`config.mk`:
```
export PLATFORM = sky130hd
export DESIGN_NAME = kapq_ctrl_flat
export DESIGN_NICKNAME = d
export VERILOG_FILES = /design/src/rtl/kapq_pkg.sv /design/src/rtl/kapq_if.sv /design/src/rtl/kapq_ctrl.sv /design/src/flat_wrapper.sv
export SDC_FILE = /design/constraint.sdc
export NUM_CORES = 1
export LEC_CHECK = 0
export ABC_AREA = 1
export BUFFER_PORTS_ARGS = -buffer_cell sky130_fd_sc_hd__buf_2
export CORE_MARGIN = 2
export CORE_UTILIZATION = 53
export CTS_BUF_LIST = sky130_fd_sc_hd__clkbuf_4
export DETAILED_ROUTE_END_ITERATION = 10
export PLACE_DENSITY = 0.88
export SETUP_SLACK_MARGIN = 0.3
export SLEW_MARGIN = 5
export SYNTH_ARGS = -nofsm -noshare
export SYNTH_HDL_FRONTEND = slang
export SYNTH_SLANG_ARGS = --single-unit
```
`constraint.sdc`:
```
create_clock -name clk -period 3.55 [get_ports clk]
set_input_delay 0.71 -clock clk [delete_from_list [all_inputs] [get_ports clk]]
set_output_delay 0.71 -clock clk [all_outputs]
set_load 0.05 [all_outputs]
```
`src/rtl/kapq_pkg.sv`:
```
`timescale 1ns / 1ps
// Shared types and constants for the keyframe-aware packet queue.
// No dependencies; imported by the interfaces, kapq_ctrl and the top level.
package kapq_pkg;

  // Store geometry; the depth must be a power of two (pointers wrap).
  localparam int QUEUE_DEPTH  = 256;
  localparam int HANDLE_WIDTH = 32;
  localparam int ADDR_W       = $clog2(QUEUE_DEPTH);
  localparam int CNT_W        = ADDR_W + 1;
  localparam int ENTRY_W      = HANDLE_WIDTH + 1;   // {keyframe, handle}

  localparam int LIMIT_W      = 8;
  localparam logic [LIMIT_W-1:0] LIMIT_RESET = 8'd100;

  // Fixed result widths.
  localparam int STATUS_W = 2;
  localparam int DROP_W   = 9;

  // Request opcodes.
  localparam logic OP_PUSH = 1'b0;
  localparam logic OP_POP  = 1'b1;

  // Result status codes.
  localparam logic [STATUS_W-1:0] ST_POP_OK    = 2'd0;
  localparam logic [STATUS_W-1:0] ST_POP_EMPTY = 2'd1;
  localparam logic [STATUS_W-1:0] ST_PUSH_OK   = 2'd2;

  typedef struct packed {
    logic [STATUS_W-1:0]     status;
    logic [HANDLE_WIDTH-1:0] popped_handle;
    logic                    popped_keyframe;
    logic [DROP_W-1:0]       dropped_count;
    logic [CNT_W-1:0]        occupancy;
  } kapq_result_t;

endpackage

```
`src/rtl/kapq_if.sv`:
```
`timescale 1ns / 1ps
// Request and result channel interfaces (valid/ready handshake).
// Depends on kapq_pkg.
interface kapq_in_if import kapq_pkg::*; ();
  logic                    valid;
  logic                    ready;
  logic                    opcode;
  logic [HANDLE_WIDTH-1:0] buffer_handle;
  logic                    is_keyframe;

  modport source (output valid, opcode, buffer_handle, is_keyframe, input ready);
  modport sink   (input valid, opcode, buffer_handle, is_keyframe, output ready);
endinterface


```
`src/rtl/kapq_ctrl.sv`:
```
`timescale 1ns / 1ps
// Queue sequencer: pointers, limit register, push/pop handling and drop walk.
// Depends on kapq_pkg and kapq_in_if; drives the descriptor RAM ports.
module kapq_ctrl import kapq_pkg::*; (
  input  logic                clk,
  input  logic                rst,
  input  logic                cfg_we,
  input  logic [LIMIT_W-1:0]  cfg_data,
  kapq_in_if.sink             cmd,
  output logic                ram_wr_en,
  output logic [ADDR_W-1:0]   ram_wr_addr,
  output logic [ENTRY_W-1:0]  ram_wr_data,
  output logic                ram_rd_en,
  output logic [ADDR_W-1:0]   ram_rd_addr,
  input  logic [ENTRY_W-1:0]  ram_rd_data,
  output logic                res_valid,
  input  logic                res_ready,
  output kapq_result_t        res
);

  localparam logic [2:0] S_IDLE     = 3'd0;
  localparam logic [2:0] S_POP_RD   = 3'd1;
  localparam logic [2:0] S_PUSH_CHK = 3'd2;
  localparam logic [2:0] S_WALK     = 3'd3;
  localparam logic [2:0] S_DONE     = 3'd4;

  logic [2:0]              state, state_next;
  logic [ADDR_W-1:0]       head, head_next;
  logic [CNT_W-1:0]        count, count_next;
  logic [LIMIT_W-1:0]      limit;
  logic                    first, first_next;
  logic [STATUS_W-1:0]     status, status_next;
  logic [HANDLE_WIDTH-1:0] ph, ph_next;
  logic                    pk, pk_next;
  logic [DROP_W-1:0]       dropped, dropped_next;

  logic                    front_key;
  logic                    full;
  logic [CNT_W-1:0]        count_dec;

  assign front_key = ram_rd_data[HANDLE_WIDTH];
  assign full      = (count == CNT_W'(QUEUE_DEPTH));
  assign count_dec = count - CNT_W'(1);

  always_comb begin
    state_next   = state;
    head_next    = head;
    count_next   = count;
    first_next   = first;
    status_next  = status;
    ph_next      = ph;
    pk_next      = pk;
    dropped_next = dropped;
    cmd.ready    = 1'b0;
    ram_wr_en    = 1'b0;
    ram_wr_addr  = head + count[ADDR_W-1:0];
    ram_wr_data  = {cmd.is_keyframe, cmd.buffer_handle};
    ram_rd_en    = 1'b0;
    ram_rd_addr  = head;
    res_valid    = 1'b0;

    unique case (state)
      S_IDLE: begin
        cmd.ready = 1'b1;
        if (cmd.valid) begin
          ph_next      = '0;
          pk_next      = 1'b0;
          dropped_next = '0;
          if (cmd.opcode == OP_POP) begin
            if (count == '0) begin
              status_next = ST_POP_EMPTY;
              state_next  = S_DONE;
            end else begin
              status_next = ST_POP_OK;
              ram_rd_en   = 1'b1;
              state_next  = S_POP_RD;
            end
          end else begin
            // Full store: the slot at head+count is the head slot, so the
            // oldest entry is overwritten and counted as dropped.
            status_next = ST_PUSH_OK;
            ram_wr_en   = 1'b1;
            if (full) begin
              head_next    = head + ADDR_W'(1);
              dropped_next = DROP_W'(1);
            end else begin
              count_next = count + CNT_W'(1);
            end
            state_next = S_PUSH_CHK;
          end
        end
      end
      S_POP_RD: begin
        ph_next    = ram_rd_data[HANDLE_WIDTH-1:0];
        pk_next    = front_key;
        head_next  = head + ADDR_W'(1);
        count_next = count_dec;
        state_next = S_DONE;
      end
      S_PUSH_CHK: begin
        if (count > {1'b0, limit}) begin
          ram_rd_en  = 1'b1;
          first_next = 1'b1;
          state_next = S_WALK;
        end else begin
          state_next = S_DONE;
        end
      end
      S_WALK: begin
        first_next = 1'b0;
        if (front_key && !first) begin
          state_next = S_DONE;
        end else begin
          head_next    = head + ADDR_W'(1);
          count_next   = count_dec;
          dropped_next = dropped + DROP_W'(1);
          if (front_key || count_dec == '0) begin
            state_next = S_DONE;
          end else begin
            ram_rd_en   = 1'b1;
            ram_rd_addr = head + ADDR_W'(1);
          end
        end
      end
      S_DONE: begin
        res_valid = 1'b1;
        if (res_ready) begin
          state_next = S_IDLE;
        end
      end
      default: begin
        state_next = S_IDLE;
      end
    endcase
  end

  always_ff @(posedge clk) begin
    if (rst) begin
      state <= S_IDLE;
      head  <= '0;
      count <= '0;
      limit <= LIMIT_RESET;
      first <= 1'b0;
    end else begin
      state <= state_next;
      head  <= head_next;
      count <= count_next;
      first <= first_next;
      if (cfg_we) begin
        limit <= cfg_data;
      end
    end
  end

  always_ff @(posedge clk) begin
    status  <= status_next;
    ph      <= ph_next;
    pk      <= pk_next;
    dropped <= dropped_next;
  end

  assign res = '{status:          status,
                 popped_handle:   ph,
                 popped_keyframe: pk,
                 dropped_count:   dropped,
                 occupancy:       count};

  a_count_bound: assert property (@(posedge clk) disable iff (rst)
    count <= CNT_W'(QUEUE_DEPTH))
    else $error("entry count above store depth");

  a_no_rw_overlap: assert property (@(posedge clk) disable iff (rst)
    !(ram_wr_en && ram_rd_en))
    else $error("RAM read and write in the same cycle");

  a_write_on_push: assert property (@(posedge clk) disable iff (rst)
    ram_wr_en |-> (state == S_IDLE && cmd.valid && cmd.opcode == OP_PUSH))
    else $error("RAM write outside push acceptance");

  a_pop_dec: assert property (@(posedge clk) disable iff (rst)
    state == S_POP_RD |=> count == $past(count_dec))
    else $error("pop did not decrement the count");

  a_walk_read: assert property (@(posedge clk) disable iff (rst)
    state == S_WALK |-> $past(ram_rd_en))
    else $error("walk step without a pending front read");

endmodule
```
`src/flat_wrapper.sv`:
```
// flat-port wrapper written by rule: the top's interface ports become plain ports
module kapq_ctrl_flat import kapq_pkg::*;
  (clk, rst, cfg_we, cfg_data, ram_wr_en, ram_wr_addr, ram_wr_data, ram_rd_en, ram_rd_addr, ram_rd_data, res_valid, res_ready, res, cmd_valid, cmd_opcode, cmd_buffer_handle, cmd_is_keyframe, cmd_ready);
  kapq_in_if cmd_i ();
  input  logic clk;
  input  logic rst;
  input  logic cfg_we;
  input  logic [LIMIT_W-1:0] cfg_data;
  output logic ram_wr_en;
  output logic [ADDR_W-1:0] ram_wr_addr;
  output logic [ENTRY_W-1:0] ram_wr_data;
  output logic ram_rd_en;
  output logic [ADDR_W-1:0] ram_rd_addr;
  input  logic [ENTRY_W-1:0] ram_rd_data;
  output logic res_valid;
  input  logic res_ready;
  output kapq_result_t res;
  input wire logic [$bits(cmd_i.valid)-1:0] cmd_valid;
  input wire logic [$bits(cmd_i.opcode)-1:0] cmd_opcode;
  input wire logic [$bits(cmd_i.buffer_handle)-1:0] cmd_buffer_handle;
  input wire logic [$bits(cmd_i.is_keyframe)-1:0] cmd_is_keyframe;
  output wire logic [$bits(cmd_i.ready)-1:0] cmd_ready;
  assign cmd_i.valid = cmd_valid;
  assign cmd_i.opcode = cmd_opcode;
  assign cmd_i.buffer_handle = cmd_buffer_handle;
  assign cmd_i.is_keyframe = cmd_is_keyframe;
  assign cmd_ready = cmd_i.ready;
  kapq_ctrl u_core (.clk(clk), .rst(rst), .cfg_we(cfg_we), .cfg_data(cfg_data), .cmd(cmd_i), .ram_wr_en(ram_wr_en), .ram_wr_addr(ram_wr_addr), .ram_wr_data(ram_wr_data), .ram_rd_en(ram_rd_en), .ram_rd_addr(ram_rd_addr), .ram_rd_data(ram_rd_data), .res_valid(res_valid), .res_ready(res_ready), .res(res));
endmodule
```
# Word-level counts from Yosys, hierarchy flattened
# Cells that the tools add are included.
# totals
reg_bits	73
latchBits	0
ramBits	0
rom_bits	0
inputBits	80
output_inout_bits	106
word_cells	90
memories	0
# classes
addsub	5
multipliers	0
n_div	0
n_lt_le_gt_ge	1
eq_ne	13
shift	0
muxes	45
bitwise_logic	0
n_reduce_logical	17
# ops
operator	n
$pmux 32 s2	1
$mux 9	7
$mux 8	7
$mux 32	1
$pmux 9 s3	1
$pmux 8 s3	1
$mux 3	7
$add 9x1->9 const B	2
$logic_not 9->1	2
$pmux 9 s2	1
$mux 1	15
$pmux 3 s5	1
$ne 2x2->1 const B	5
$reduce_and 5->1	2
$eq 9x9->1 const B	1
$gt 9x8->1	1
$sub 9x1->9 const B	1
$add 8x1->8 const B	1
$add 8x8->8	1
$eq 3x2->1 const B	2
$reduce_and 2->1	3
$reduce_and 3->1	2
$reduce_bool 2->1	3
$ne 2x1->1 const B	2
other kinds (10)	11

# Logic depth before layout (Yosys ltp)
# logic_depth
ltp_word	6
mapped_depth	15
mapped_depth_nobuf	14

# Least setup slack after synthesis
# No wires, ideal clock.
# synth_timing
path_kind	register -> output
from	register u_core.count[0]
to	output port ram_rd_addr[1]
arrival_ns	2.933
required_ns	2.840
path_slack_ns	-0.093
stages_incl_launch_ff	12
path_buffers	0
path_cell_list	dfxtp_1 > inv_1 > ha_1 > inv_2 > nor2_1 > nand2_1 > o21ai_1 > nor2_1 > nand3_1 > nand2_2 > inv_2 > o21ai_0
# synth_between
elab_chain_len	6
# synth_lines
item	line_no	source
start, declared	kapq_ctrl.sv:29	logic [CNT_W-1:0] count, count_next;
start signal, assigned	kapq_ctrl.sv:147	count <= count_next;
$sub 9x1->9	kapq_ctrl.sv:43	assign count_dec = count - CNT_W'(1);
$logic_not 9->1	kapq_ctrl.sv:117	if (front_key || count_dec == '0) begin
$logic_or 1x1->1	kapq_ctrl.sv:117	
$mux 8	kapq_ctrl.sv:117	
$mux 8	kapq_ctrl.sv:111	if (front_key && !first) begin
$mux 8	kapq_ctrl.sv:62	unique case (state)
end, declared	flat_wrapper.sv:13	output logic [ADDR_W-1:0] ram_rd_addr;
# Every way passes these cells.

# Worst setup path after layout
# layout_timing
from	register u_core.count[1]
to	output port ram_rd_addr[1]
# Same word-level chain as after synthesis.

==> impl_metrics.yaml <==
global_route:
  grt_use_total_pct: 21.8
  grt_overflow_total: 0
  grt_pass1_vias: 3324
  antenna_found_initial: 0
  grt_pass1_wl_um: 15200
  grt_max_degree: 34
timing:
  period_needed_ns: 3.08
  skew_ns: 0.0135
  clock.fmax_mhz: 325
  fin_hold_ws_ns: 0.478
  slew_headroom_pct: 38.0
  tightest_slew_ns: 0.931
  hold_viol_final: 0
  finalSetupViolCount: 0
  rsz0062_at_grt: "no"
  post-route-period-util_pct: 86.8
  setup_tns_ns: 0
  drv_slew: 0
synth:
  synth_area_leaders: "edfxtp_1, dfxtp_1, nor2_1"
  synthMuxAreaShare_pct: 0
  avgSynthCellArea_um2: 8.01
  yosys.area_share.simple_pct: 20.7
  yosys.area.top_type: "edfxtp_1"
  synth_fa_ha_area_share_pct: 6.25
  synth_xor_area_share_pct: 3.24
  ys_types: 32
  synth_compound_area_share_pct: 10.7
  synthArstFlopShare_pct: 0
  synth_top_flop_cell: "edfxtp_1"
  synth_nets: 641
  ys_seq_area_share_pct: 44.0
  syn_area_um2: 4330
  synth_edf_count: 44
  yosys_register_bits: 73
  synthMostInstantiatedCell: "nor2_1"
  synth_common_cells: "nor2_1, inv_1, nand2_1"
  yosys_warnings: 0
  postSynthCellCount: 540
  synth_top_family_by_area: "simple AND/OR/NAND/NOR gates"
  synth.top_cell.area_share_pct: 30.5
floorplanning:
  die-area_um2: 8900
  io_pins: 186
  core_area_um2: 7810
  fp.dieH_um: 94.3
  chipWidth_um: 94.3
  initial_core_util_pct: 55.4
  rows: 32
power_and_ir_drop:
  p_clk_share_pct: 13.7
  ir_worst_vdd_mv: 0.549
  switching_power_mw: 2.37
  intPower_mw: 2.10
  leakage_nw: 2.54
  netSwitchingFraction_pct: 52.9
  power_mw: 4.47
  p_per_area_nw_per_um2: 884
  power_frac_comb_pct: 54.5
  p_seq_share_pct: 31.7
critical_path:
  cp.arrival_ns: 2.37
  r2r-end: "u_core.state[1]$_SDFFE_PP0P_"
  timing.reg2reg.worst_path_depth: 15
  cp_cell_sequence: "inv_4, ha_4, inv_2, nor2_2, nand2_2, o21ai_2, nor2_1, nand3_1, nand2_4, buf_12, inv_6, nand2_1, o21ai_1, buf_4"
  critical_path_required_ns: 2.84
  rrSetupSlack_ns: 1.50
  end_kind: "primary output"
  r2r_start: "u_core.count[1]$_SDFFE_PP0P_"
  worst_path_largest_cell_delay_ns: 0.40
  slowest_stage: "dfxtp_4"
  critPathMaxFanout: 9
  start_kind: "register"
  crit_type: "reg -> out"
routing:
  routedWlPerCell_um: 13.8
  dr_wl_met2_um: 4950
  vias: 3824
  viasPerCell: 5.18
  drc_errors: 0
  drt_iter0_drc: 155
  drtAntennaViolNets: 0
  drt_pre_antenna_iters: 5
  wl_met3_um: 743
  met1_length_um: 4250
  routed_wl_um: 10200
  routed.top_layer: "met4"
cells_and_area:
  fillers: 677
  drive_gt1_share_pct: 28.9
  nNetsFinal: 732
  syn_to_final_growth_pct: 17.0
  final_cell_area_um2: 5060
  n_antenna_cell: 0
clock_network:
  cts.clk_slew.worst_paths_ns: 0.13
  cts_buffer_depth: 2
  insertion_delay_ns: 0.43
  tritoncts: "done"
  cts_hold_buf: 0
  clkSinkCount: 73
  cts_max_level: 3
  cts_buffers: 9
  cts_root_buffer: "clkbuf_4"
outcome:
  status: "finished, final reports clean"
hold_path:
  hold_class: "reg -> reg"
  holdPathStages: 2
  min-delay-start: "u_core.limit[7]$_SDFFE_PP0P_"
  hold_end: "u_core.limit[7]$_SDFFE_PP0P_"
place:
  port_buffers: 119
  place_congestion: 0.947
  hpwl_um: 7610
  place_area_um2: 4770
job:
  cap_violations: 0
==> metal layers <==
metal,vias to the layer above,global-route usage (%)
met5,-,0
met1,1726,26.6
met3,28,4.39
met2,181,38.0
met4,0,8.33
li1,1889,-
==> through the flow <==
step / worst slack (ns) / instances / utilization (%)
global route: 0.316 / 738 / 64.8
floorplan: 0.271 / 540 / -
CTS: 0.295 / 734 / 63.6
finish: 0.470 / 738 / 64.8
detailed placement: 0.578 / 718 / 61.1
global placement: 0.721 / 718 / 61.1
==> power by group through the flow <==
stage               Clock, mW  Sequential, mW  Combinational (mW)
detailed placement          0            1.43                2.36
finish                  0.614            1.42                2.44
global placement            0            1.41                2.33
global route            0.657            1.45                2.60
CTS                     0.626            1.41                2.39
floorplan                   0            2.13                1.25
==> worst max path at each step <==
stage / from / to / slack (ns)
floorplan: u_core.count[0]$_SDFFE_PP0P_ / ram_rd_addr[1] / 0.27
global placement: u_core.count[1]$_SDFFE_PP0P_ / ram_rd_addr[4] / 0.72
detailed placement: u_core.count[1]$_SDFFE_PP0P_ / ram_rd_addr[6] / 0.58
CTS: u_core.count[1]$_SDFFE_PP0P_ / ram_rd_addr[6] / 0.29
global route: u_core.count[4]$_SDFFE_PP0P_ / ram_rd_addr[6] / 0.32
finish: u_core.count[1]$_SDFFE_PP0P_ / ram_rd_addr[1] / 0.47
==> registers in the layout, indices dropped and copies added, names as in the netlist <==
signal and flops:
u_core.count 9, u_core.dropped 9, u_core.first 1, u_core.head 8, u_core.limit 8, u_core.ph 32
u_core.pk 1, u_core.state 3, u_core.status 2
==> critical path: cells and delay by family (launching register included) <==
family | cells | cell delay [ns]
simple gates | 6 | 0.58
buf+inv | 5 | 0.57
flops | 1 | 0.40
compound gates | 2 | 0.25
fa+ha+maj | 1 | 0.15
==> cell usage in the layout, fill, tap and decap left out, types with 9 or more instances in the layout <==
cell,Yosys,routed
o21ai_0,35,30
nand3_1,20,20
o21ai_1,12,12
xor2_1,11,10
a21oi_1,36,36
nand2_1,74,73
clkbuf_4,0,11
buf_2,0,110
nor2_1,84,83
dfxtp_1,29,24
ha_1,20,19
edfxtp_1,44,44
inv_1,81,79
buf_4,34,9
==> cell families after synthesis <==
group,count (synthesis)
and+or+nand+nor,207
buffers and inverters,134
AOI/OAI and AO/OA,89
DFF,73
adders and majority gates,21
xor gates and xnor gates,16
==> cell type report <==
| class | instances | area (µm²) | area share [%] |
|---|---|---|---|
| sequential | 73 | 1910 | 37.8 |
| timing repair buffer | 124 | 676 | 13.4 |
| clock inverter | 7 | 103 | 2.03 |
| multi-input combinational | 333 | 1830 | 36.1 |
| inverter | 90 | 348 | 6.88 |
| tap | 102 | 128 | 2.52 |
| clock buffer | 9 | 67.6 | 1.34 |
==> what timing repair did <==
item	CTS	global route
endpoints found under the hold margin	0	0
pin swaps	0	1
buffers inserted	0	4
setup endpoints to repair	9	10
resized for setup	13	19
(Power assumes the default switching activity.)
