## src/rtl/kapq_ram.sv

```systemverilog
`timescale 1ns / 1ps
// Generic simple dual-port RAM: one write port, one read port, registered read.
// No dependencies.
module kapq_ram #(
  parameter int WIDTH = 8,
  parameter int DEPTH = 16
) (
  input  logic                     clk,
  input  logic                     wr_en,
  input  logic [$clog2(DEPTH)-1:0] wr_addr,
  input  logic [WIDTH-1:0]         wr_data,
  input  logic                     rd_en,
  input  logic [$clog2(DEPTH)-1:0] rd_addr,
  output logic [WIDTH-1:0]         rd_data
);

  logic [WIDTH-1:0] mem [DEPTH];

  always_ff @(posedge clk) begin
    if (wr_en) begin
      mem[wr_addr] <= wr_data;
    end
    if (rd_en) begin
      rd_data <= mem[rd_addr];
    end
  end

endmodule

```

## config.mk

```make
export PLATFORM = sky130hd
export DESIGN_NAME = kapq_ram
export DESIGN_NICKNAME = d
export VERILOG_FILES = /design/src/rtl/kapq_ram.sv
export SDC_FILE = /design/constraint.sdc
export NUM_CORES = 1
export LEC_CHECK = 0
export ABC_AREA = 1
export BUFFER_PORTS_ARGS = -buffer_cell sky130_fd_sc_hd__buf_2
export CAP_MARGIN = 40
export CORE_ASPECT_RATIO = 0.75
export CORE_UTILIZATION = 35
export CTS_BUF_LIST = sky130_fd_sc_hd__clkbuf_4
export DETAILED_ROUTE_END_ITERATION = 8
export SYNTH_ARGS = -nofsm -noshare
export SYNTH_HDL_FRONTEND = slang
export SYNTH_SLANG_ARGS = --single-unit
```

## constraint.sdc

```tcl
create_clock -name clk -period 1.15 [get_ports clk]
set_input_delay 0.23 -clock clk [delete_from_list [all_inputs] [get_ports clk]]
set_output_delay 0.23 -clock clk [all_outputs]
set_load 0.05 [all_outputs]
```

Word level (Yosys, flattened, before mapping)

Memory sizes are Yosys's and may differ from the RTL's. A register that Yosys moved wholly into a read port is not among the register bits.
Index checks and enable logic that the tools add are counted.

Mux-type cells: 2

Operator list:

| kind             | number |
|---|---|
| 2-to-1 mux 1 bit | 2 |

Bits in registers: 0
RAM bits: 128
Bits of input ports: 19
Output and inout port bits: 8
Word-level logic and storage cells: 3
Memories kept: 1

Memory list:

| name | depth | width | read ports | clocked after Yosys merged registers in | write ports | RTL line | RTL |
|---|---|---|---|---|---|---|---|
| mem  | 16    | 8     | 1          | 1                                       | 1           | 17       | `logic [WIDTH-1:0] mem [DEPTH];` |

Longest topological paths before layout

Gate-level depths: netlist (run 1).

Depth after elaboration: 2
Gate-level depth with buffers: 8
Gate-level depth less buffers: 7

Worst setup path after synthesis (run 1)

OpenSTA, ideal clock, no wires.

Path type: input to register
Start: in wr_addr[3]
End: mem mem[4][0], enable pin
Library setup time: 370 ps
Arrival: 811 ps
Required time: 780 ps
Path slack: -31 ps
Stages on the path: 2
Path buffers: 0
Cells stage by stage: nand3b_1 -> nor2_1

RTL lines:

| what            | RTL line | RTL |
|---|---|---|
| start, declared | 10       | `input logic [$clog2(DEPTH)-1:0] wr_addr,` |
| end, declared   | 17       |  |

Straight into the memory's write port.

Worst setup path in the final report (run 1)

Start: reg rd_data[4] (read register of mem)
End: out rd_data[4]

RTL lines:

| what            | RTL line | RTL |
|---|---|---|
| start, declared | 14       | `output logic [WIDTH-1:0] rd_data` |

No word-level cell between the ends.

==> results of run 1 <==
repair_timing:
item	in CTS	in global routing
resized for setup	18	43
pin swaps	0	18
hold buffers	0	0
endpoints found under the setup margin	10	16
routing by layer:
| layer | GRT usage | part of all wire | wire, µm |
|---|---|---|---|
| met2 | 0.237 | 0.42 | 5940 |
| met1 | 0.277 | 0.50 | 6980 |
| met3 | 0.0352 | 0.070 | 981 |
| met5 | 0 | 0 | 0 |
| met4 | 0.0553 | 0.013 | 184 |
layout make-up:
cell class / instances / area share
well taps: 210 / 0.0379
clock buffers: 17 / 0.0184
repair buffers: 57 / 0.0740
inverters: 102 / 0.0552
multi-input cells: 289 / 0.205
flip-flops and latches: 136 / 0.589
clock inverters: 15 / 0.0200
logic make-up after synthesis:
group | after synthesis | synth area share
buffers and inverters | 126 | 0.0939
DFF | 136 | 0.698
and+or+nand+nor | 289 | 0.208
flip-flops by register name (all words and copies together) (netlist names):
signal and cells:
rd_data 8, mem 128
power groups by stage:
stage / clock [µW] / combinational (µW) / sequential [µW]
4_1_cts: 3070 / 854 / 5620
5_1_grt: 3290 / 998 / 5630
2_1_floorplan: 0 / 391 / 5800
3_3_place_gp: 0 / 812 / 5720
3_5_place_dp: 0 / 820 / 5730
6_report: 3020 / 916 / 5620
layout by cell type, fill, tap and decap left out, types with 2 or more instances in the layout:
cell | netlist | routed
nand2_2 | 0 | 4
clkinv_4 | 0 | 4
inv_2 | 2 | 3
inv_1 | 100 | 99
nand2_1 | 173 | 169
edfxtp_1 | 136 | 136
clkinv_2 | 0 | 2
nor2_1 | 17 | 17
nand3b_1 | 2 | 2
buf_12 | 0 | 8
nand3_1 | 97 | 57
buf_6 | 6 | 8
buf_2 | 13 | 18
clkbuf_4 | 0 | 17
inv_6 | 0 | 6
nand3_2 | 0 | 40
buf_4 | 4 | 23
per-stage QoR:
stage                     setup TNS, ns  setup slack, ns  hold slack [ns]  instances
after floorplan                   -1.97          -0.0308            0.329        551
after global placement            -7.15           -0.324            0.597        794
after detailed placement         -10.03           -0.320            0.598        794
after CTS                         -2.11           -0.325           0.0146        826
after global routing              -2.21           -0.330           0.0210        826
final                             -1.82           -0.284           0.0380        826
worst min-delay path by stage:
stage / start / to / slack, ns / cells after the start
2_1_floorplan: wr_data[0] / mem[0][0] / 0.33 / 0
3_3_place_gp: rd_en / rd_data[0] / 0.60 / 1
3_5_place_dp: rd_en / rd_data[0] / 0.60 / 1
4_1_cts: rd_en / rd_data[0] / 0.01 / 1
5_1_grt: rd_en / rd_data[0] / 0.02 / 1
6_report: rd_en / rd_data[0] / 0.04 / 1
==> flow_summary_export.csv, run 1 <==
group,metric,value,unit
grt,grt_max_degree,53,
sta,post-route-period-util,1.25,
layout,n_antenna_cell,0,
logic_synthesis,synth-seq-cells,136,
logic_synthesis,syn_area,5850,µm²
routing,vias,4005,
setup_path,arrival,1.20,ns
logic_synthesis,ys_seq_area_frac,0.698,
sta,fmax,697,MHz
power_and_ir_drop,power_leakage,0.00297,µW
setup_path,crit_required,0.92,ns
logic_synthesis,synth_fp_nets,570,
layout,synthToLayoutAreaGrowth,18.6,%
grt,grt_antenna_before_repair,0,
power_and_ir_drop,combPwrFrac,0.096,
clocking,cts_sinks,136,
status,violations,"negative setup slack",
sta,rsz0062_at_grt,"true",
clocking,clockRootBuffer,"clkbuf_4",
routing,wl_per_cell,17.1,µm
routing,drc,0,
placed_design,placed_cell_area,6410,µm²
setup_path,r2r_cells,6,
sta,clock_skew,0.0293,ns
power_and_ir_drop,internal_power,6980,µW
floorplan,fp.coreArea,16200,µm²
logic_synthesis,ys_top_cells_by_count,"173 x nand2_1, 136 x edfxtp_1, 100 x inv_1",
setup_path,critical-path-max-stage-delay,0.48,ns
sta,min_period,1.43,ns
logic_synthesis,synth_enable_flop_cells,136,
routing,postRouteAntennaNets,0,
floorplan,ioPinCount,27,
layout,n_fill_cell,1534,
power_and_ir_drop,max-vdd-ir-drop,0.000807,V
logic_synthesis,synth-async-reset-ratio,0,
clocking,cts_max_level,4,
layout,regArea,4080,µm²
clocking,cts_buffers,17,
setup_path,crit_slowest_cell,"edfxtp_1",
sta,setup_viol_count_final,8,
setup_path,endpoint,"rd_data[4]",
setup_path,r2r-end,"rd_data[3]",
setup_path,cp-end-kind,"output pin",
floorplan,die_h,114,µm
setup_path,crit_type,"reg -> out",
sta,slew_viol_final,0,
sta,tightest_slew,0.379,ns
sta,max_slew_margin,0.747,
grt,overflow,0,
placed_design,gp_congestion,0.811,
logic_synthesis,synth_cells,551,
sta,finalHoldViolCount,0,
setup_path,ff2ff_setup_slack,0.06,ns
logic_synthesis,yosys-top-cells-area,"edfxtp_1 70%, nand2_1 11%, nand3_1 8.3%",
logic_synthesis,yosysMostFrequentCell,"nand2_1",
power_and_ir_drop,power_frac_clock,0.316,
placed_design,portBuffers,26,
routing,wl,14100,µm
layout,final_area,6930,µm²
grt,grt_pass1_wl,21600,µm
floorplan,rows,40,
logic_synthesis,yosysTopAreaCell,"edfxtp_1",
setup_path,rr_startpoint,"mem[15][3]",
clocking,clk-insertion-delay-late,0.55,ns
grt,grt.total_usage,0.175,
logic_synthesis,synth_top_flop_cell,"edfxtp_1",
power_and_ir_drop,seq_power_share,0.588,
routing,dr.first_iter.drc_count,330,
power_and_ir_drop,p_per_area,1380,nW/µm²
setup_path,path_max_fanout,1,
setup_path,critPathLaunch,"rd_data[4]",
layout,multi_input_area,1420,µm²
logic_synthesis,syn_area_per_cell,10.6,µm²
clocking,cts_setup_buffers,0,
layout,drive_above_1_share,0.219,
clocking,cts_tree,"done",
power_and_ir_drop,switching_share,0.269,
logic_synthesis,yosysTopAreaCellShare,0.698,
job,max_cap_viol_count,0,
status,status,"finished with violations",
layout,layout.nets,622,
layout,fin_util,0.429,
grt,grt_pass1_vias,3678,
setup_path,crit_family,"flip-flops",
setup_path,start_kind,"flip-flop",
setup_path,path_cells,"buf_6",
routing,vias_per_cell,4.85,
logic_synthesis,yosys_warnings,0,
routing,drtPass1Iterations,8,
placed_design,dpl.hpwl,8890,µm
power_and_ir_drop,power_switching,2570,µW
floorplan,die_w,151,µm
sta,setup_ws,-0.284,ns
floorplan,die_area,17200,µm²
clocking,cts.clk_slew.worst_paths,0.12,ns
clocking,cts.path.max_buffers,2,
setup_path,path_depth,1,
logic_synthesis,yosysUniqueCellTypes,11,
setup_path,critPathBufInv,1,
worst_hold_path,hp-class,"in -> reg",
floorplan,start_util,0.362,
power_and_ir_drop,p_total,9560,µW
No activity file was read; power rests on OpenSTA's default activity.
==> inputs of run 2 (changes only) <==
--- a/config.mk
+++ b/config.mk
@@ -5,7 +5,6 @@
 export SDC_FILE = /design/constraint.sdc
 export NUM_CORES = 1
 export LEC_CHECK = 0
-export ABC_AREA = 1
 export BUFFER_PORTS_ARGS = -buffer_cell sky130_fd_sc_hd__buf_2
 export CAP_MARGIN = 40
 export CORE_ASPECT_RATIO = 0.75
==> run 2 against run 1 <==
Compared with the run above:
- the flow still finishes with violations (negative setup slack)
- clock-buffer cell count unchanged
- largest cell class unchanged
- sequential power about the same
- clock skew down 0.013 ns
- via count down 37%
- core utilization up 1.7 points
- sequential share of layout area up 4.2 points
==> flow_summary_export.csv, run 2 <==
group,metric,value,unit
power_and_ir_drop,power_leakage,0.00210,µW
floorplan,die_area,15400,µm²
sta,clock_skew,0.0168,ns
setup_path,critical-path-max-stage-delay,0.49,ns
placed_design,portBuffers,26,
setup_path,r2r-end,"rd_data[2]",
floorplan,die_h,108,µm
layout,fin_cells,517,
clocking,cts_setup_buffers,0,
floorplan,die_w,143,µm
logic_synthesis,yosysTopAreaCellShare,0.781,
logic_synthesis,ys_top_cells_by_count,"136 x edfxtp_1, 18 x mux4_2, 16 x a22oi_1",
layout,largest_reg_flops,128,
clocking,cts.clk_slew.worst_paths,0.12,ns
setup_path,rr_startpoint,"mem[11][2]",
placed_design,gp_congestion,0.765,
logic_synthesis,synth-async-reset-ratio,0,
logic_synthesis,synth_cells,229,
logic_synthesis,yosysMostFrequentCell,"edfxtp_1",
sta,slew_viol_final,0,
logic_synthesis,yosys_warnings,0,
setup_path,r2r_cells,3,
grt,grt.total_usage,0.157,
layout,regMostFlops,"mem",
setup_path,critPathBufInv,1,
clocking,cts_sinks,136,
routing,wl_per_cell,20.6,µm
floorplan,rows,38,
clocking,clockRootBuffer,"clkbuf_4",
worst_hold_path,hp-class,"in -> reg",
logic_synthesis,ys_seq_area_frac,0.781,
status,status,"finished with violations",
floorplan,fp.coreArea,14500,µm²
setup_path,path_cells,"buf_6",
floorplan,start_util,0.360,
logic_synthesis,yosysTopAreaCell,"edfxtp_1",
setup_path,crit_family,"flip-flops",
worst_hold_path,hp-start,"wr_data[6]",
power_and_ir_drop,p_per_area,1520,nW/µm²
sta,tightest_slew,0.909,ns
routing,drtPass1Iterations,4,
logic_synthesis,yosys-top-cells-area,"edfxtp_1 78%, mux4_2 7.8%, mux4_1 7.0%",
logic_synthesis,synth_top_flop_cell,"edfxtp_1",
setup_path,crit_type,"reg -> out",
setup_path,arrival,1.19,ns
sta,finalHoldViolCount,0,
layout,n_fill_cell,1248,
setup_path,crit_slowest_cell,"edfxtp_1",
routing,dr.first_iter.drc_count,161,
routing,postRouteAntennaNets,0,
routing,drc,0,
job,max_cap_viol_count,0,
grt,grt_antenna_before_repair,0,
sta,setup_viol_count_final,16,
layout,final_common_cell,"edfxtp_1",
routing,vias,2511,
logic_synthesis,syn_area,5230,µm²
setup_path,cp-end-kind,"output pin",
clocking,cts_tree,"done",
setup_path,path_depth,1,
layout,synthToLayoutAreaGrowth,23.7,%
logic_synthesis,synth-seq-cells,136,
placed_design,dpl.hpwl,7410,µm
sta,rsz0062_at_grt,"true",
sta,fmax,706,MHz
placed_design,dp_cells,485,
clocking,cts.path.max_buffers,2,
status,violations,"negative setup slack",
routing,wl,10700,µm
clocking,clk-insertion-delay-late,0.51,ns
setup_path,start_kind,"flip-flop",
logic_synthesis,synth_enable_flop_cells,136,
worst_hold_path,holdPathStages,1,
layout,n_antenna_cell,0,
logic_synthesis,synth_fp_nets,248,
layout,layout.nets,323,
routing,vias_per_cell,4.86,
layout,reg.largest.list,"mem (128), rd_data (8)",
setup_path,path_max_fanout,1,
clocking,cts_buffers,17,
sta,max_slew_margin,0.393,
sta,setup_ws,-0.266,ns
grt,grt_max_degree,17,
setup_path,crit_required,0.92,ns
clocking,cts_max_level,4,
power_and_ir_drop,max-vdd-ir-drop,0.000936,V
layout,final_cell_mix,"136 x edfxtp_1, 32 x mux4_2, 27 x buf_4",
setup_path,ff2ff_setup_slack,-0.24,ns
layout,drive_above_1_share,0.498,
logic_synthesis,yosysUniqueCellTypes,18,
logic_synthesis,syn_area_per_cell,22.8,µm²
floorplan,ioPinCount,27,
sta,fin_setup_tns,-3.32,ns
grt,overflow,0,
grt,grt_pass1_wl,16400,µm
grt,grt_pass1_vias,2625,
sta,post-route-period-util,1.23,
worst_hold_path,min_to,"mem[1][6]",
sta,min_period,1.42,ns
-- run 2: cell types whose count changed after synthesis, moves of 4 or more --
cell,delta
nand2_1,-164
inv_1,-100
nand3_1,-96
mux4_2,+18
a22oi_1,+16
mux4_1,+14
buf_2,-10
nor2_1,-4
nor3_1,+4
-- run 2: per-stage QoR --
stage | utilization | hold slack (ns) | setup WS [ns] | instance area (µm²) | power (µW)
2_1_floorplan | - | 0.329 | -0.280 | 5300 | 6120
3_3_place_gp | 0.415 | 0.621 | -0.652 | 6020 | 6420
3_5_place_dp | 0.415 | 0.632 | -0.632 | 6020 | 6440
4_1_cts | 0.444 | 0.0466 | -0.318 | 6440 | 9940
5_1_grt | 0.446 | 0.0525 | -0.352 | 6470 | 10200
6_report | 0.446 | 0.0965 | -0.266 | 6470 | 9840
-- run 2: worst max-delay path by stage --
stage | startpoint | endpoint | slack (ns)
6_report | rd_data[0] | rd_data[0] | -0.27
5_1_grt | rd_data[1] | rd_data[1] | -0.35
4_1_cts | rd_data[1] | rd_data[1] | -0.32
3_5_place_dp | rd_addr[0] | rd_data[4] | -0.63
3_3_place_gp | rd_addr[0] | rd_data[7] | -0.65
2_1_floorplan | rd_addr[0] | rd_data[1] | -0.28
-- run 2: report_power, final --
part | switching (µW) | total [µW] | internal, µW
combinational | 428 | 760 | 332
sequential | 39.9 | 5620 | 5580
clock | 1730 | 3460 | 1740
total | 2190 | 9840 | 7640
-- run 2: cells by family after synthesis --
group / synth area share
buffers and inverters: 0.0165
AO/OA/AOI/OAI: 0.0230
multiplexers: 0.148
flip-flops: 0.781
AND/OR/NAND/NOR: 0.0314
-- run 2: metal layers --
layer / track usage / up-vias / wire length, µm / share of wire
li1: - / 1126 / - / -
met2: 0.226 / 75 / 4880 / 0.46
met3: 0.0512 / 2 / 667 / 0.063
met1: 0.225 / 1308 / 5090 / 0.48
met5: 0 / - / 0 / 0
met4: 0.0445 / 0 / 41 / 0.0038
-- run 2: timing repair --
| item | in CTS | in global routing |
|---|---|---|
| endpoints found under the setup margin | 16 | 16 |
| hold endpoints to repair | 0 | 0 |
| pin swaps | 2 | 1 |
| resized for setup | 26 | 6 |
| hold buffers | 0 | 0 |
-- run 2: final cells by class --
class	instances	area, µm²	area share
Tap cell	200	250	0.0387
Sequential cell	136	4080	0.631
Clock inverter	15	200	0.0309
Clock buffer	17	128	0.0197
Timing Repair Buffer	66	643	0.0994
Multi-Input combinational cell	83	1160	0.180
==> inputs of run 3 (changes only) <==
--- a/config.mk
+++ b/config.mk
@@ -5,12 +5,14 @@
 export SDC_FILE = /design/constraint.sdc
 export NUM_CORES = 1
 export LEC_CHECK = 0
+export ABC_AREA = 0
 export BUFFER_PORTS_ARGS = -buffer_cell sky130_fd_sc_hd__buf_2
 export CAP_MARGIN = 40
 export CORE_ASPECT_RATIO = 0.75
 export CORE_UTILIZATION = 35
 export CTS_BUF_LIST = sky130_fd_sc_hd__clkbuf_4
 export DETAILED_ROUTE_END_ITERATION = 8
+export REMOVE_ABC_BUFFERS = 1
 export SYNTH_ARGS = -nofsm -noshare
 export SYNTH_HDL_FRONTEND = slang
 export SYNTH_SLANG_ARGS = --single-unit
==> run 3 against run 2 <==
Compared with the run above:
- the run still ends with negative setup slack left
- critical path depth up 2
- via count down 2.9%
- fmax up 2.0%
- clock-buffer cell count unchanged
- non-clock buffer count down 17
- worst hold slack worse by 0.022 ns
- critical endpoint is now rd_data[5]
==> flow_summary_export.csv, run 3 (synthesis gave the netlist of run 2 again) <==
group,metric,value,unit
floorplan,die_w,143,µm
grt,grt_antenna_before_repair,0,
setup_path,crit_required,1.42,ns
setup_path,path_max_fanout,1,
routing,vias_per_cell,4.88,
power_and_ir_drop,switching_share,0.220,
floorplan,rows,38,
clocking,cts.clk_slew.worst_paths,0.12,ns
clocking,cts_sinks,136,
layout,fin_cells,500,
sta,clock_skew,0.0147,ns
layout,layout.nets,306,
power_and_ir_drop,power_switching,2070,µW
sta,setup_viol_count_final,16,
floorplan,start_util,0.360,
layout,n_antenna_cell,0,
routing,vias,2439,
sta,finalHoldViolCount,0,
clocking,cts_tree,"done",
sta,tightest_slew,0.937,ns
floorplan,die_area,15400,µm²
routing,drc,0,
sta,fmax,721,MHz
routing,wl_per_cell,20.2,µm
clocking,cts_max_level,4,
power_and_ir_drop,max-vdd-ir-drop,0.00104,V
grt,grt_max_degree,18,
floorplan,ioPinCount,27,
clocking,cts.path.max_buffers,2,
layout,regMostFlops,"mem",
routing,wl,10100,µm
floorplan,die_h,108,µm
routing,postRouteAntennaNets,0,
setup_path,ff2ff_setup_slack,-0.24,ns
sta,slew_viol_final,0,
placed_design,dp_cells,467,
layout,synthToLayoutAreaGrowth,15.9,%
grt,overflow,0,
worst_hold_path,hp-class,"in -> reg",
power_and_ir_drop,p_per_area,1550,nW/µm²
layout,drive_above_1_share,0.407,
placed_design,dpl.hpwl,6670,µm
sta,setup_ws,-0.238,ns
sta,whs,0.0750,ns
sta,rsz0062_at_grt,"true",
status,violations,"negative setup slack",
job,max_cap_viol_count,0,
setup_path,cp-end-kind,"flip-flop",
setup_path,arrival,1.66,ns
setup_path,start_kind,"flip-flop",
status,status,"finished with violations",
layout,regArea,4080,µm²
floorplan,fp.coreArea,14500,µm²
sta,max_slew_margin,0.374,
power_and_ir_drop,seq_power_share,0.598,
power_and_ir_drop,power_leakage,0.00195,µW
power_and_ir_drop,combPwrFrac,0.070,
power_and_ir_drop,internal_power,7320,µW
layout,final_cell_mix,"136 x edfxtp_1, 32 x mux4_2, 21 x buf_4",
grt,grt.total_usage,0.146,
clocking,cts_setup_buffers,0,
routing,dr.first_iter.drc_count,179,
placed_design,gp_congestion,0.699,
clocking,cts_buffers,17,
layout,final_common_cell,"edfxtp_1",
power_and_ir_drop,power_frac_clock,0.332,
clocking,clk-insertion-delay-late,0.51,ns
routing,drtPass1Iterations,5,
layout,n_fill_cell,1297,
sta,min_period,1.39,ns
clocking,clockRootBuffer,"clkbuf_4",
sta,post-route-period-util,1.21,
setup_path,crit_type,"reg -> reg",
power_and_ir_drop,p_total,9390,µW
layout,multi_input_area,1060,µm²
layout,reg.largest.list,"mem (128), rd_data (8)",
placed_design,portBuffers,26,
grt,grt_pass1_wl,15300,µm
layout,largest_reg_flops,128,
grt,grt_pass1_vias,2510,
==> run 3: power groups by stage <==
stage / Sequential [µW] / Combinational (µW) / Clock, µW
after detailed placement: 5720 / 601 / 0
after floorplan: 5800 / 223 / 0
after CTS: 5620 / 655 / 3190
after global placement: 5720 / 589 / 0
after global routing: 5630 / 711 / 3400
final: 5620 / 658 / 3110
==> run 3: worst max-delay path: stages, from the launching register on <==
cell,delay (ns)
edfxtp_1,0.38
mux4_2,0.50
a22oi_2,0.19
nand2_1,0.09
==> run 3: per-layer routing <==
layer,global-route usage,up-vias,wire length (µm)
met5,0,-,0
met4,0.0522,0,138
met3,0.0458,11,565
met2,0.204,63,4340
met1,0.213,1278,5070
li1,-,1087,-
==> run 3: timing repair <==
| item | in CTS | in global routing |
|---|---|---|
| pin swaps | 11 | 3 |
| hold buffers | 0 | 0 |
| gates resized for setup | 35 | 6 |
| endpoints found under the setup margin | 16 | 16 |
==> run 3: final timing paths <==
| path | startpoint | endpoint | cells after the start |
|---|---|---|---|
| max | mem[11][5] | rd_data[5] | 3 |
| min | rd_en | rd_data[2] | 1 |
| max reg2reg | mem[11][5] | rd_data[5] | 3 |
| min reg2reg | mem[6][4] | rd_data[4] | 3 |
==> run 3: metrics by stage <==
step	area (µm²)	setup slack (ns)	utilization	setup TNS [ns]
floorplan	5140	-0.573	-	-21.76
global placement	5710	-0.646	0.394	-26.75
detailed placement	5710	-0.672	0.394	-27.69
CTS	6040	-0.264	0.416	-3.72
global route	6060	-0.315	0.418	-4.44
finish	6060	-0.238	0.418	-3.32
==> run 3: area by class of cell <==
class / count / area share
clock inverters: 15 / 0.0264
well taps: 200 / 0.0413
repair buffers: 49 / 0.0624
clock buffers: 17 / 0.0211
flip-flops and latches: 136 / 0.674
multi-input cells: 83 / 0.175
